[src/anti_replay_window_macros.svh]
// assertion macros shared by the anti-replay window modules
// each macro expects clk and arst_n to be visible in the using module
`ifndef ANTI_REPLAY_WINDOW_MACROS_SVH
`define ANTI_REPLAY_WINDOW_MACROS_SVH

// same-cycle implication, disabled while in reset
`define ARW_ASSERT_NOW(name, pre, post, msg) \
	name: assert property (@(posedge clk) disable iff (!arst_n) (pre) |-> (post)) \
		else $error(msg);

// next-cycle implication, disabled while in reset
`define ARW_ASSERT_NEXT(name, pre, post, msg) \
	name: assert property (@(posedge clk) disable iff (!arst_n) (pre) |=> (post)) \
		else $error(msg);

`endif

[src/arw_pkg.sv]
// shared types and constants of the anti-replay window
// no dependencies
package arw_pkg;

	localparam int CTR_W = 32;

	typedef logic [CTR_W-1:0] ctr_t;
	typedef logic [1:0] status_t;

	localparam status_t STATUS_OK   = 2'd0;
	localparam status_t STATUS_OLD  = 2'd1;
	localparam status_t STATUS_SEEN = 2'd2;

	// one input item
	typedef struct packed {
		logic record;
		ctr_t counter;
	} arw_item_t;

	// one result item
	typedef struct packed {
		logic    accepted;
		status_t status;
		ctr_t    base_now;
	} arw_result_t;

endpackage

[src/arw_window.sv]
// window state (base counter and seen bitmap) with the check and slide logic
// depends on arw_pkg and anti_replay_window_macros.svh
`include "anti_replay_window_macros.svh"

module arw_window
	import arw_pkg::*;
#(
	parameter int WINDOW_SIZE = 128
) (
	input  logic        clk,
	input  logic        arst_n,
	input  logic        fire,
	input  arw_item_t   item,
	output arw_result_t result
);

	localparam int IDX_W = $clog2(WINDOW_SIZE);
	localparam ctr_t WIN_C = ctr_t'(WINDOW_SIZE);
	localparam ctr_t TOP_C = ctr_t'(WINDOW_SIZE - 1);

	ctr_t                   base_q;
	logic [WINDOW_SIZE-1:0] bitmap_q;

	ctr_t                   diff;
	ctr_t                   amt;
	logic                   too_old;
	logic                   in_win;
	logic                   seen;
	logic                   ok;
	logic                   update;
	status_t                status;
	ctr_t                   base_next;
	logic [WINDOW_SIZE-1:0] bitmap_next;

	// check against the current window
	always_comb begin
		too_old = item.counter < base_q;
		diff    = item.counter - base_q;
		in_win  = diff < WIN_C;
		amt     = diff - TOP_C;
		seen    = !too_old && in_win && bitmap_q[diff[IDX_W-1:0]];
		ok      = !too_old && !seen;
		if (too_old) begin
			status = STATUS_OLD;
		end else if (seen) begin
			status = STATUS_SEEN;
		end else begin
			status = STATUS_OK;
		end
		update = fire && ok && item.record;
	end

	// slide and mark on an accepted record
	always_comb begin
		base_next   = base_q;
		bitmap_next = bitmap_q;
		if (update) begin
			if (in_win) begin
				bitmap_next[diff[IDX_W-1:0]] = 1'b1;
			end else begin
				base_next = item.counter - TOP_C;
				if (amt >= WIN_C) begin
					bitmap_next = '0;
				end else begin
					bitmap_next = bitmap_q >> amt[IDX_W-1:0];
				end
				bitmap_next[WINDOW_SIZE-1] = 1'b1;
			end
		end
	end

	// window state
	always_ff @(posedge clk or negedge arst_n) begin
		if (!arst_n) begin
			base_q   <= '0;
			bitmap_q <= '0;
		end else begin
			base_q   <= base_next;
			bitmap_q <= bitmap_next;
		end
	end

	// result reports the base after this item
	always_comb begin
		result.accepted = ok;
		result.status   = status;
		result.base_now = base_next;
	end

	`ARW_ASSERT_NEXT(a_base_monotonic, 1'b1, base_q >= $past(base_q), "window base moved back")
	`ARW_ASSERT_NEXT(a_check_keeps, fire && !item.record, $stable(base_q) && $stable(bitmap_q), "check changed state")
	`ARW_ASSERT_NEXT(a_reject_keeps, fire && !ok, $stable(base_q) && $stable(bitmap_q), "rejected item changed state")
	`ARW_ASSERT_NEXT(a_slide_marks_top, update && !in_win, bitmap_q[WINDOW_SIZE-1], "slide left top bit clear")

endmodule

[src/anti_replay_window.sv]
// top level of the anti-replay window: input register, window logic, result register
// depends on arw_pkg, arw_window and anti_replay_window_macros.svh
//
// Usage:
//   Input channel in_valid/in_ready carries command (0 check, 1 check and record)
//   and msg_counter. Output channel out_valid/out_ready carries accepted, status
//   (0 ok, 1 below base, 2 already seen) and base_now, the window base after the item.
//   One result per input item, in order.
//   Path: out_valid rises once the item has passed the input register and then the
//   result register, which holds the result until it transfers.
//   Throughput: one item per cycle while the receiver does not stall; the base and
//   bitmap are updated in the same cycle an item is checked, so the next item sees them.
//   Reset clears the base to zero and the whole bitmap, and empties both stages.
//   When the receiver stalls, the result stays in the result register and one
//   more item may wait in the input register; in_ready falls only when both are full.
`include "anti_replay_window_macros.svh"

module anti_replay_window
	import arw_pkg::*;
#(
	parameter int WINDOW_SIZE = 128
) (
	input  logic       clk,
	input  logic       arst_n,
	input  logic       in_valid,
	output logic       in_ready,
	input  logic       command,
	input  logic [31:0] msg_counter,
	output logic       out_valid,
	input  logic       out_ready,
	output logic       accepted,
	output logic [1:0] status,
	output logic [31:0] base_now
);

	logic        valid_s1;
	arw_item_t   item_s1;
	logic        valid_s2;
	arw_result_t res_s2;
	arw_result_t result;
	logic        advance;
	logic        fire;

	// stage handshake
	assign advance  = !valid_s2 || out_ready;
	assign in_ready = !valid_s1 || advance;
	assign fire     = valid_s1 && advance;

	// input register
	always_ff @(posedge clk or negedge arst_n) begin
		if (!arst_n) begin
			valid_s1 <= 1'b0;
		end else if (in_ready) begin
			valid_s1 <= in_valid;
		end
	end

	always_ff @(posedge clk) begin
		if (in_valid && in_ready) begin
			item_s1.record  <= command;
			item_s1.counter <= msg_counter;
		end
	end

	// window check and update
	arw_window #(
		.WINDOW_SIZE(WINDOW_SIZE)
	) u_window (
		.clk    (clk),
		.arst_n (arst_n),
		.fire   (fire),
		.item   (item_s1),
		.result (result)
	);

	// result register
	always_ff @(posedge clk or negedge arst_n) begin
		if (!arst_n) begin
			valid_s2 <= 1'b0;
		end else if (advance) begin
			valid_s2 <= valid_s1;
		end
	end

	always_ff @(posedge clk) begin
		if (fire) begin
			res_s2 <= result;
		end
	end

	assign out_valid = valid_s2;
	assign accepted  = res_s2.accepted;
	assign status    = res_s2.status;
	assign base_now  = res_s2.base_now;

	`ARW_ASSERT_NOW(a_stall_full, !in_ready, valid_s1 && valid_s2, "input stalled with a free stage")
	`ARW_ASSERT_NEXT(a_fire_loads, fire, valid_s2, "processed item lost before result register")
	`ARW_ASSERT_NOW(a_status_code, valid_s2, res_s2.status <= STATUS_SEEN && (res_s2.accepted == (res_s2.status == STATUS_OK)), "result status inconsistent")

endmodule
[config.mk]
export PLATFORM = sky130hd
export DESIGN_NAME = anti_replay_window
export DESIGN_NICKNAME = d
export VERILOG_FILES = /design/src/arw_pkg.sv /design/src/arw_window.sv /design/src/anti_replay_window.sv
export VERILOG_INCLUDE_DIRS = /design/src /design/src/src
export SDC_FILE = /design/constraint.sdc
export NUM_CORES = 1
export LEC_CHECK = 0
export BUFFER_PORTS_ARGS = -buffer_cell sky130_fd_sc_hd__buf_4
export CAP_MARGIN = 15
export CORE_ASPECT_RATIO = 1.1
export CORE_MARGIN = 2
export CORE_UTILIZATION = 35
export CTS_CLUSTER_SIZE = 14
export DETAILED_ROUTE_END_ITERATION = 10
export MAX_ROUTING_LAYER = met4
export PLACE_DENSITY = 0.55
export SLEW_MARGIN = 10
export SYNTH_ARGS = -nofsm -noshare
export SYNTH_HDL_FRONTEND = slang
export SYNTH_SLANG_ARGS = --single-unit
[constraint.sdc]
create_clock -name clk -period 16.4 [get_ports clk]
set_input_delay 4.1 -clock clk [delete_from_list [all_inputs] [get_ports clk]]
set_output_delay 4.1 -clock clk [all_outputs]
set_load 0.01 [all_outputs]
# [Yosys cells after proc, flatten, opt, wreduce, memory -nomap -nowiden]
# Index checks and enable logic that the tools add are counted.
[totals] reg_bits=230 latchBits=0 mem_bits_rw=0 romBits=0 input_bits=37 output_inout_bits=37 wordCells=42 n_memories=0
[op_classes] add_sub_neg=3 mul=0 n_div=0 magnitude_cmp=5 eq_ne=0 shift=1 muxes=9 bitwise_logic=1 reduce_logical=14
[ops] cell="2-to-1 mux 128 bit" n=1
[ops] cell="OR 128 bit" n=1
[ops] cell=">> shifter 128 x 7 -> 127 bit" n=1
[ops] cell="2-to-1 mux 127 bit" n=1
[ops] cell="2-to-1 mux 32 bit" n=2
[ops] cell="subtractor 32 x 7 -> 32 bit (second input constant)" n=2
[ops] cell=">= comparator 32 x 8 -> 1 bit (second input constant)" n=1
[ops] cell="less-than comparator 32 bit" n=1
[ops] cell="less-than comparator 32 x 8 -> 1 bit (second input constant)" n=1
[ops] cell="subtractor 32 bit" n=1
[ops] cell="logical AND 1 bit" n=8
[ops] cell="less-than comparator 7 x 8 -> 1 bit (second input constant)" n=1
[ops] cell="binary-select mux 1 bit (select 7 bit)" n=1
[ops] cell="demux 1 bit (select 7 bit)" n=1
[ops] cell=">= comparator 7 x 1 -> 1 bit (second input constant)" n=1
[ops] cell="logical NOT 1 bit" n=4
[ops] cell="logical OR 1 bit" n=2
[ops] cell="2-to-1 mux 1 bit" n=2
[ops] cell="2-to-1 mux 2 bit" n=1

# [Longest topological paths before layout]
# Gate-level depths: netlist (run 1).
[logic_depth] depth_word=9 depth_mapped=22 ltp_nobuf=16

# [Modules after synthesis]
# Synthesis (run 1) repeated with hierarchy kept, for this count alone.
[hier_totals] cells_unflattened=2644 area_unflattened_um2=22156.2
[modules_own_cells] mod="arw_window" instances=1 cells_each=2568 area_per_inst_um2=20010.4 seq_area_each_um2=4003.8
[modules_own_cells] mod="anti_replay_window" instances=1 cells_each=76 area_per_inst_um2=2145.8 seq_area_each_um2=2092.0

# [Least setup slack after synthesis (run 1)]
# Ideal clock, no wire load.
[synth_timing] path_type="input port to output port" startpoint="input port out_ready" endpoint="output port in_ready" t_arrival_ns=4.309 slack_ns=7.991 path_stages=1 path_cell_list="nand3b_1"
[synth_via] elab_chain_cells=2
[synth_lines] item="start: declaration" line="anti_replay_window.sv:30" source="input logic out_ready,"
[synth_lines] item="logical OR 1 bit" line="anti_replay_window.sv:45" source="assign advance = !valid_s2 || out_ready;"
[synth_lines] item="logical OR 1 bit" line="anti_replay_window.sv:46" source="assign in_ready = !valid_s1 || advance;"
[synth_lines] item="end: declaration" line="anti_replay_window.sv:26" source="output logic in_ready,"
# No other way between the ends.

# [Final worst setup path (run 1)]
# Ends and elaborated chain as after synthesis.

==> impl_metrics.yaml, run 1 <==
worst_setup_path:
  crit_path_frequent_cell: "buf_4"
  path_class: "in -> out"
  cp_max_fo: 3
  arrival_ns: 4.56
  required_ns: 12.30
  path_cells: "buf_4 -> nand3b_1 -> buf_4"
  regToRegEndpoint: "u_window.bitmap_q[30]$_DFFE_PN0P_"
  slowest_delay_ns: 0.19
  rrSetupSlack_ns: 9.52
  worstSetupEndpointType: "primary output"
  crit_slowest_cell: "nand3b_1"
  reg2reg_from: "item_s1[0]$_DFFE_PP_"
  start_kind: "input pin"
  r2r_cells: 17
synthesis:
  yosysMostFrequentCell: "nand2_1"
  ys_types: 91
  yosysTopAreaCell: "dfrtp_1"
  synth_area_um2: 22300
  synth_adder_area_share: 0.0205
  muxShareOfSynthArea: 0.192
  synth_top_area_frac: 0.181
  yosys.area_share.simple: 0.209
  ys_seq_area_frac: 0.273
  synth_compound_area_frac: 0.237
  synth_flop_cell: "dfrtp_1"
  synth.area.top_cells: "dfrtp_1, mux4_2, edfxtp_1"
  synth_top_family_by_area: "compound AO/OA/AOI/OAI gates"
  synth_nets: 2804
  synthArstFlopShare: 0.704
  synth-xor-area-share: 0.0202
  ys_warn_count: 0
  synth_edf_count: 68
  syn_inst: 2731
  synth_commonest_cells: "nand2_1, nor2_1, a21oi_1"
  avgSynthCellArea_um2: 8.18
  yosys_register_bits: 230
routing:
  wl_mm: 94.6
  drt_pass1_iterations: 6
  drc_errors: 0
  vias: 22900
  routedWlPerCell_um: 26.7
  initialDrtViolationCount: 2765
  drt.antenna.violating_nets: 0
  via_per_inst: 6.48
placement:
  numPortBuffers: 73
  dp_cells: 3481
  gp_congestion: 1.02
  dpl_cell_area_um2: 23700
  place_hpwl_mm: 68.7
floorplan:
  die_area_um2: 65900
  rows: 97
  coreArea_um2: 63400
  start_util: 0.353
  dieWidth_um: 245
  die_h_um: 269
  io_pins: 74
global_route:
  grt_use_total: 0.293
  grt_pass1_vias: 21700
  grt_pass1_wl_mm: 141
  grt_remaining_overflow: 0
  antenna_found_initial: 3
  grt_max_degree: 78
layout:
  post-route-util: 0.389
  final_nets: 2745
  drive_gt1_frac: 0.144
  fin_cells: 3541
  final_cell_area_um2: 24700
  area_growth_pct: 10.4
timing:
  period_share: 0.528
  tns_ns: 0
  slew_violations: 0
  relSlewSlack: 0.0854
  min_period_ns: 8.66
  rsz0062_at_grt: "no"
  finClkSkew_ns: 0.0247
  worstMarginPinSlew_ns: 1.36
  finalSetupViolations: 0
  hold_viol_final: 0
  maxClockFrequency_ghz: 0.115
cts:
  htreeDepth: 1
  ctsResizeCount: 0
  cts.path.max_buffers: 3
  root_buffer: "clkbuf_16"
  hold_buffers: 0
  clk_latency_ns: 0.61
  cts_tree: "done"
  clkTransAtPathRegs_ns: 0.06
  post_cts_buffers: 0
  numCtsBuffers: 30
  numClockSinks: 230
min_path:
  min_to: "out_valid$_DFFE_PN0P_"
  hold_path.class: "reg -> reg"
  hold_depth: 1
  hp-start: "valid_s1$_DFFE_PN0N_"
run_status:
  status: "finished clean"
run:
  cap_violations: 0
==> sequential cells by signal, summed over array words and instances, names as in the netlist <==
signal             count
base_now              32
u_window.base_q       32
valid_s1               1
out_valid              1
u_window.bitmap_q    128
accepted               1
status                 2
item_s1               33
==> area by class of cell <==
class                   instances  area (um^2)
clock inverters                20          175
flip-flops and latches        230         6100
diodes                          4         10.0
well taps                     841         1050
fillers                      6505        38700
multi-input cells            2224        15300
inverters                      52          195
repair buffers                134         1010
clock buffers                  36          805
==> stage by stage <==
step	hold WS, ns	worst slack [ns]
after floorplan	0.449	7.99
after global placement	0.479	7.73
after detailed placement	0.498	7.74
after CTS	0.515	7.74
after global routing	0.534	7.71
final	0.506	7.74
==> critical path: cells and delay by family <==
| family | cells | cell delay [ns] |
|---|---|---|
| buf+inv | 2 | 0.28 |
| simple gates | 1 | 0.19 |
==> metal layers <==
layer  share of wire  global-route usage
met5               0                   -
met1            0.38               0.351
met4           0.061               0.157
met2            0.47               0.468
met3           0.091              0.0548
==> logic make-up (layout without fill, tap and decap cells) <==
kind of cell / count (synthesis) / count (layout)
compound gates: 827 / 827
xor+xnor: 50 / 50
fa+ha+maj: 36 / 36
buf+inv: 277 / 242
flops: 230 / 230
mux: 245 / 245
other cells: 0 / 4
simple gates: 1066 / 1066
==> worst max path at each step <==
stage,startpoint,endpoint,slack (ns),cells past startpoint
after detailed placement,out_ready,in_ready,7.74,3
final,out_ready,in_ready,7.74,3
after CTS,out_ready,in_ready,7.74,3
after global routing,out_ready,in_ready,7.71,3
after global placement,out_ready,in_ready,7.73,3
after floorplan,out_ready,in_ready,7.99,1
==> layout by cell type, fill, tap and decap left out, types with 24 or more instances in the layout <==
master	netlist	layout
nand2_1	435	434
nor2_1	342	335
a21oi_1	295	295
dfrtp_1	162	162
mux4_2	147	147
buf_4	2	133
o21ai_0	133	132
mux2i_1	92	92
nand3_1	74	74
edfxtp_1	68	68
o22ai_1	57	57
a211oi_1	57	57
inv_1	52	52
nor3_1	45	44
o21a_1	40	40
o221ai_1	40	40
ha_1	35	33
clkbuf_16	0	31
and3_1	27	27
and2_1	28	25
xor2_1	25	24
Power of run 1 is left out: the tool's default activity adds up to more than one toggle a clock period on the data nets, which glitch-free logic cannot reach.
==> run 2: changes to the inputs <==
--- a/config.mk
+++ b/config.mk
@@ -14,7 +14,7 @@
 export CTS_CLUSTER_SIZE = 14
 export DETAILED_ROUTE_END_ITERATION = 10
 export MAX_ROUTING_LAYER = met4
-export PLACE_DENSITY = 0.55
+export PLACE_DENSITY = 0.57
 export SLEW_MARGIN = 10
 export SYNTH_ARGS = -nofsm -noshare
 export SYNTH_HDL_FRONTEND = slang
==> constraint.sdc (replaced) <==
create_clock -name clk -period 7 [get_ports clk]
set_input_delay 1.75 -clock clk [delete_from_list [all_inputs] [get_ports clk]]
set_output_delay 1.75 -clock clk [all_outputs]
set_load 0.01 [all_outputs]
==> run 2 against run 1 <==
  * Critical path depth is 12 higher
  * Final cell count is 0.56% higher
  * Sequential share of layout area is 0.30 points lower
  * Clock skew is 0.0038 ns lower
  * Worst setup slack worse by 6.7 ns
  * First-iteration DRC count is 5.4% higher
  * Non-clock buffer count is 22 higher
  * Global-route usage is 1.9 points higher
  * Critical path type is now reg -> reg
  * Highest routed layer unchanged
==> impl_metrics.yaml, run 2 (synthesis results as in run 1) <==
placement:
  numPortBuffers: 73
  place_hpwl_mm: 72.9
  gp_congestion: 0.992
  dpl_cell_area_um2: 24000
min_path:
  hold_depth: 1
  min_to: "out_valid$_DFFE_PN0P_"
  hp-start: "valid_s1$_DFFE_PN0N_"
  hold_path.class: "reg -> reg"
worst_setup_path:
  rrSetupSlack_ns: 1.05
  arrival_ns: 6.45
  regToRegEndpoint: "u_window.bitmap_q[32]$_DFFE_PN0P_"
  start_kind: "flip-flop"
  cp_max_fo: 23
  reg2reg_from: "item_s1[0]$_DFFE_PP_"
  path_class: "reg -> reg"
  r2r_cells: 15
  required_ns: 7.50
  worstSetupEndpointType: "flip-flop"
routing:
  vias: 23300
  wl_mm: 101
  via_per_inst: 6.54
  drc_errors: 0
  initialDrtViolationCount: 2915
  drt_pass1_iterations: 5
  routedWlPerCell_um: 28.4
  drt.antenna.violating_nets: 0
layout:
  regMostFlops: "u_window.bitmap_q"
  largest_reg_flops: 128
  final_cell_area_um2: 25000
  final_nets: 2768
  layout_common_cells: "nand2_1, nor2_1, a21oi_1"
  post-route-util: 0.394
  drive_gt1_frac: 0.151
  biggestRegsByFlops: "u_window.bitmap_q: 128 flops, item_s1: 33 flops"
  area_growth_pct: 11.7
  layout_commonest_cell: "nand2_1"
timing:
  period_share: 0.849
  rsz0062_at_grt: "no"
  worstMarginPinSlew_ns: 1.25
  tns_ns: 0
  slew_violations: 0
  maxClockFrequency_ghz: 0.168
  holdWs_ns: 0.486
  min_period_ns: 5.95
  finalSetupViolations: 0
  hold_viol_final: 0
  relSlewSlack: 0.158
  finClkSkew_ns: 0.0208
cts:
  htreeDepth: 1
  root_buffer: "clkbuf_16"
  cts_tree: "done"
  cts.path.max_buffers: 3
  clkTransAtPathRegs_ns: 0.07
  hold_buffers: 0
  ctsResizeCount: 0
  numCtsBuffers: 31
  numClockSinks: 230
  post_cts_buffers: 0
  clk_latency_ns: 0.61
global_route:
  grt_max_degree: 142
  grt_use_total: 0.311
  grt_pass1_vias: 22400
  antenna_found_initial: 1
  grt_remaining_overflow: 0
  grt_pass1_wl_mm: 149
floorplan:
  rows: 97
  die_h_um: 269
  io_pins: 74
  start_util: 0.353
  dieWidth_um: 245
  die_area_um2: 65900
  coreArea_um2: 63400
run_status:
  status: "finished clean"
run:
  cap_violations: 0
[run 2: layout make-up]
cell class,instances,area [um^2]
multi-input cells,2224,15300
repair buffers,156,1330
flip-flops and latches,230,6100
clock inverters,16,143
well taps,841,1050
fillers,6527,38400
diodes,2,5.00
inverters,52,195
clock buffers,40,830
[run 2: how the worst max path moves through the flow]
stage,startpoint,endpoint,slack [ns]
2_1_floorplan,item_s1[0]$_DFFE_PP_,u_window.bitmap_q[1]$_DFFE_PN0P_,1.50
3_3_place_gp,item_s1[0]$_DFFE_PP_,u_window.bitmap_q[107]$_DFFE_PN0P_,1.27
3_5_place_dp,item_s1[0]$_DFFE_PP_,u_window.bitmap_q[98]$_DFFE_PN0P_,1.19
4_1_cts,item_s1[0]$_DFFE_PP_,u_window.bitmap_q[98]$_DFFE_PN0P_,1.16
5_1_grt,item_s1[0]$_DFFE_PP_,u_window.bitmap_q[101]$_DFFE_PN0P_,0.75
6_report,item_s1[0]$_DFFE_PP_,u_window.bitmap_q[32]$_DFFE_PN0P_,1.05
[run 2: critical path, cell delays in order, from the launching register on]
cell	delay (ns)
edfxtp_1	0.40
inv_1	0.09
ha_4	0.17
fa_1	0.50
nand2b_1	0.28
a21oi_2	0.42
o21ai_1	0.18
a211oi_1	0.27
o21ai_0	0.14
a211oi_1	0.52
nand4_2	0.26
or4_1	0.71
nand2_2	0.38
buf_4	0.40
nand4_1	0.63
o221ai_1	0.47
[run 2: stage by stage]
step	instances	worst slack, ns
floorplan	2731	1.50
global placement	3502	1.27
detailed placement	3502	1.19
CTS	3558	1.16
global route	3560	0.752
finish	3561	1.05
[run 2: routing by layer]
layer,part of all wire,global-route usage,up-vias
met1,0.37,0.363,11400
met5,0,-,-
li1,-,-,10200
met2,0.47,0.505,1362
met3,0.087,0.0517,309
met4,0.072,0.190,0
Power of run 2 is left out for the same reason.
==> run 3: changes to the inputs <==
--- a/config.mk
+++ b/config.mk
@@ -6,6 +6,7 @@
 export SDC_FILE = /design/constraint.sdc
 export NUM_CORES = 1
 export LEC_CHECK = 0
+export ABC_AREA = 1
 export BUFFER_PORTS_ARGS = -buffer_cell sky130_fd_sc_hd__buf_4
 export CAP_MARGIN = 15
 export CORE_ASPECT_RATIO = 1.1
@@ -14,7 +15,7 @@
 export CTS_CLUSTER_SIZE = 14
 export DETAILED_ROUTE_END_ITERATION = 10
 export MAX_ROUTING_LAYER = met4
-export PLACE_DENSITY = 0.57
+export PLACE_DENSITY = 0.55
 export SLEW_MARGIN = 10
 export SYNTH_ARGS = -nofsm -noshare
 export SYNTH_HDL_FRONTEND = slang
==> constraint.sdc (replaced) <==
create_clock -name clk -period 5.85 [get_ports clk]
set_input_delay 1.4625 -clock clk [delete_from_list [all_inputs] [get_ports clk]]
set_output_delay 1.4625 -clock clk [all_outputs]
set_load 0.01 [all_outputs]
==> run 3 against run 2 <==
  * Sequential cell count is the same
  * Core utilization is 0.51 points lower
  * Register-to-register slack lost 0.47 ns
  * Non-clock buffer count decreased by 24
  * Via count increased by 24%
  * Sequential share of layout area decreased by 2.2 points
  * Synthesized cell count rose by 60%
  * Clock skew is 0.00060 ns higher
  * Highest routed layer unchanged
==> impl_metrics.yaml, run 3 <==
layout:
  drive_gt1_frac: 0.0655
  regMostFlops: "u_window.bitmap_q"
  layout_common_cells: "nand2_1, nor2_1, o21ai_0"
  biggestRegsByFlops: "u_window.bitmap_q: 128 flops, item_s1: 33 flops"
  fin_cells: 5225
  area_growth_pct: 9.68
  largest_reg_flops: 128
  final_nets: 4338
  layout_commonest_cell: "nand2_1"
placement:
  gp_congestion: 1.03
  place_hpwl_mm: 82.3
  numPortBuffers: 73
  dp_cells: 5169
synthesis:
  avgSynthCellArea_um2: 5.73
  ys_types: 53
  synth_edf_count: 68
  yosys.area_share.simple: 0.385
  synth_compound_area_frac: 0.219
  synth_area_um2: 25000
  muxShareOfSynthArea: 0.0132
  synthArstFlopShare: 0.704
  synth_top_family_by_area: "simple AND/OR/NAND/NOR gates"
  ys_seq_area_frac: 0.244
  synth_nets: 4437
  synth_top_area_frac: 0.198
  synth.area.top_cells: "nand2_1, dfrtp_1, o21ai_0"
  synth_commonest_cells: "nand2_1, nor2_1, o21ai_0"
  synth-xor-area-share: 0.0140
  syn_inst: 4364
  yosysMostFrequentCell: "nand2_1"
  ys_warn_count: 0
  synth_flop_cell: "dfrtp_1"
  yosysTopAreaCell: "nand2_1"
  yosys_register_bits: 230
  synth_adder_area_share: 0.0183
routing:
  vias: 28900
  initialDrtViolationCount: 3334
  drt_pass1_iterations: 6
  via_per_inst: 5.54
  drt.antenna.violating_nets: 0
  routedWlPerCell_um: 21.3
  wl_mm: 111
  drc_errors: 0
timing:
  worstMarginPinSlew_ns: 1.08
  slew_violations: 0
  period_share: 0.901
  rsz0062_at_grt: "no"
  relSlewSlack: 0.277
  hold_viol_final: 0
  min_period_ns: 5.27
  tns_ns: 0
  finalSetupViolations: 0
  maxClockFrequency_ghz: 0.190
  finClkSkew_ns: 0.0214
floorplan:
  die_area_um2: 73600
  io_pins: 74
  start_util: 0.355
  rows: 102
  coreArea_um2: 70600
  dieWidth_um: 259
  die_h_um: 284
run:
  cap_violations: 0
worst_setup_path:
  required_ns: 6.35
  start_kind: "flip-flop"
  reg2reg_from: "item_s1[0]$_DFFE_PP_"
  cp_max_fo: 178
  worstSetupEndpointType: "flip-flop"
  arrival_ns: 5.77
  path_class: "reg -> reg"
  crit_start: "item_s1[0]$_DFFE_PP_"
cts:
  clk_latency_ns: 0.61
  root_buffer: "clkbuf_16"
  clkTransAtPathRegs_ns: 0.06
  hold_buffers: 0
  htreeDepth: 1
  ctsResizeCount: 0
  post_cts_buffers: 0
  numClockSinks: 230
  numCtsBuffers: 30
  cts_tree: "done"
  cts.path.max_buffers: 3
run_status:
  status: "finished clean"
global_route:
  grt_pass1_wl_mm: 167
  grt_pass1_vias: 27000
  grt_use_total: 0.303
  grt_remaining_overflow: 0
  antenna_found_initial: 1
  grt_max_degree: 179
min_path:
  hp-start: "valid_s1$_DFFE_PN0N_"
  hold_path.class: "reg -> reg"
-- run 3: changes by cell type after synthesis, moves of 145 or more --
| cell | previous run | this run |
|---|---|---|
| inv_1 | 52 | 409 |
| mux4_2 | 147 | 0 |
| nand2_1 | 435 | 1318 |
| o21ai_0 | 133 | 580 |
| nor2_1 | 342 | 626 |
| nand3_1 | 74 | 219 |
-- run 3: stage by stage --
step	hold WS [ns]	util	setup WS (ns)	cell area [um^2]
floorplan	0.466	-	1.33	25000
global placement	0.499	0.374	0.813	26400
detailed placement	0.499	0.374	0.821	26400
CTS	0.513	0.389	0.823	27400
global route	0.535	0.389	0.469	27400
finish	0.506	0.389	0.579	27400
-- run 3: worst max-delay path, cell delays in order, from the launching register on --
cell      delay [ns]
edfxtp_1        0.39
inv_1           0.09
ha_4            0.17
fa_1            0.37
inv_1           0.11
nand3_1         0.10
nand3_1         0.10
nand2_1         0.17
nor2_1          0.56
inv_1           0.39
o211ai_1        0.34
buf_12          0.56
mux2i_1         0.24
nand2_1         0.09
o21ai_0         0.31
o21ai_0         0.74
nor2_1          0.11
o21a_1          0.19
-- run 3: cells by family (layout without fill, tap and decap cells) --
| family | count (synthesis) | count (layout) |
|---|---|---|
| AND/OR/NAND/NOR | 2346 | 2346 |
| AO/OA/AOI/OAI | 994 | 994 |
| buffers and inverters | 685 | 608 |
| flip-flops | 230 | 230 |
| XOR/XNOR | 40 | 40 |
| adder cells (fa/ha/maj) | 36 | 36 |
| multiplexers | 33 | 33 |
| other | 0 | 2 |
-- run 3: worst paths after layout --
check	to	slack (ns)	depth (start not counted)
worst min-delay path	out_valid$_DFFE_PN0P_	0.51	2
max in group asynchronous	u_window.bitmap_q[58]$_DFFE_PN0P_	3.71	2
worst min register to register	out_valid$_DFFE_PN0P_	0.51	2
worst max register to register	u_window.bitmap_q[17]$_DFFE_PN0P_	0.58	17
worst max-delay path	u_window.bitmap_q[17]$_DFFE_PN0P_	0.58	17
min in group asynchronous	u_window.bitmap_q[77]$_DFFE_PN0P_	0.90	1
-- run 3: area by class of cell --
| type | count | area [um^2] |
|---|---|---|
| fill | 7994 | 43100 |
| multi-input combinational | 3449 | 16400 |
| tap | 936 | 1170 |
| sequential | 230 | 6100 |
| timing repair buffer | 132 | 1170 |
| clock buffer | 35 | 801 |
| clock inverter | 19 | 238 |
| antenna | 2 | 5.00 |
| inverter | 422 | 1590 |
-- run 3: metal layers --
layer | vias up | track usage | wire length (um)
met5 | - | - | 0
met4 | 0 | 0.162 | 7040
met3 | 296 | 0.0323 | 8150
met2 | 1256 | 0.480 | 51000
met1 | 13400 | 0.377 | 44900
li1 | 14000 | - | -
Power of run 3 is left out for the same reason.
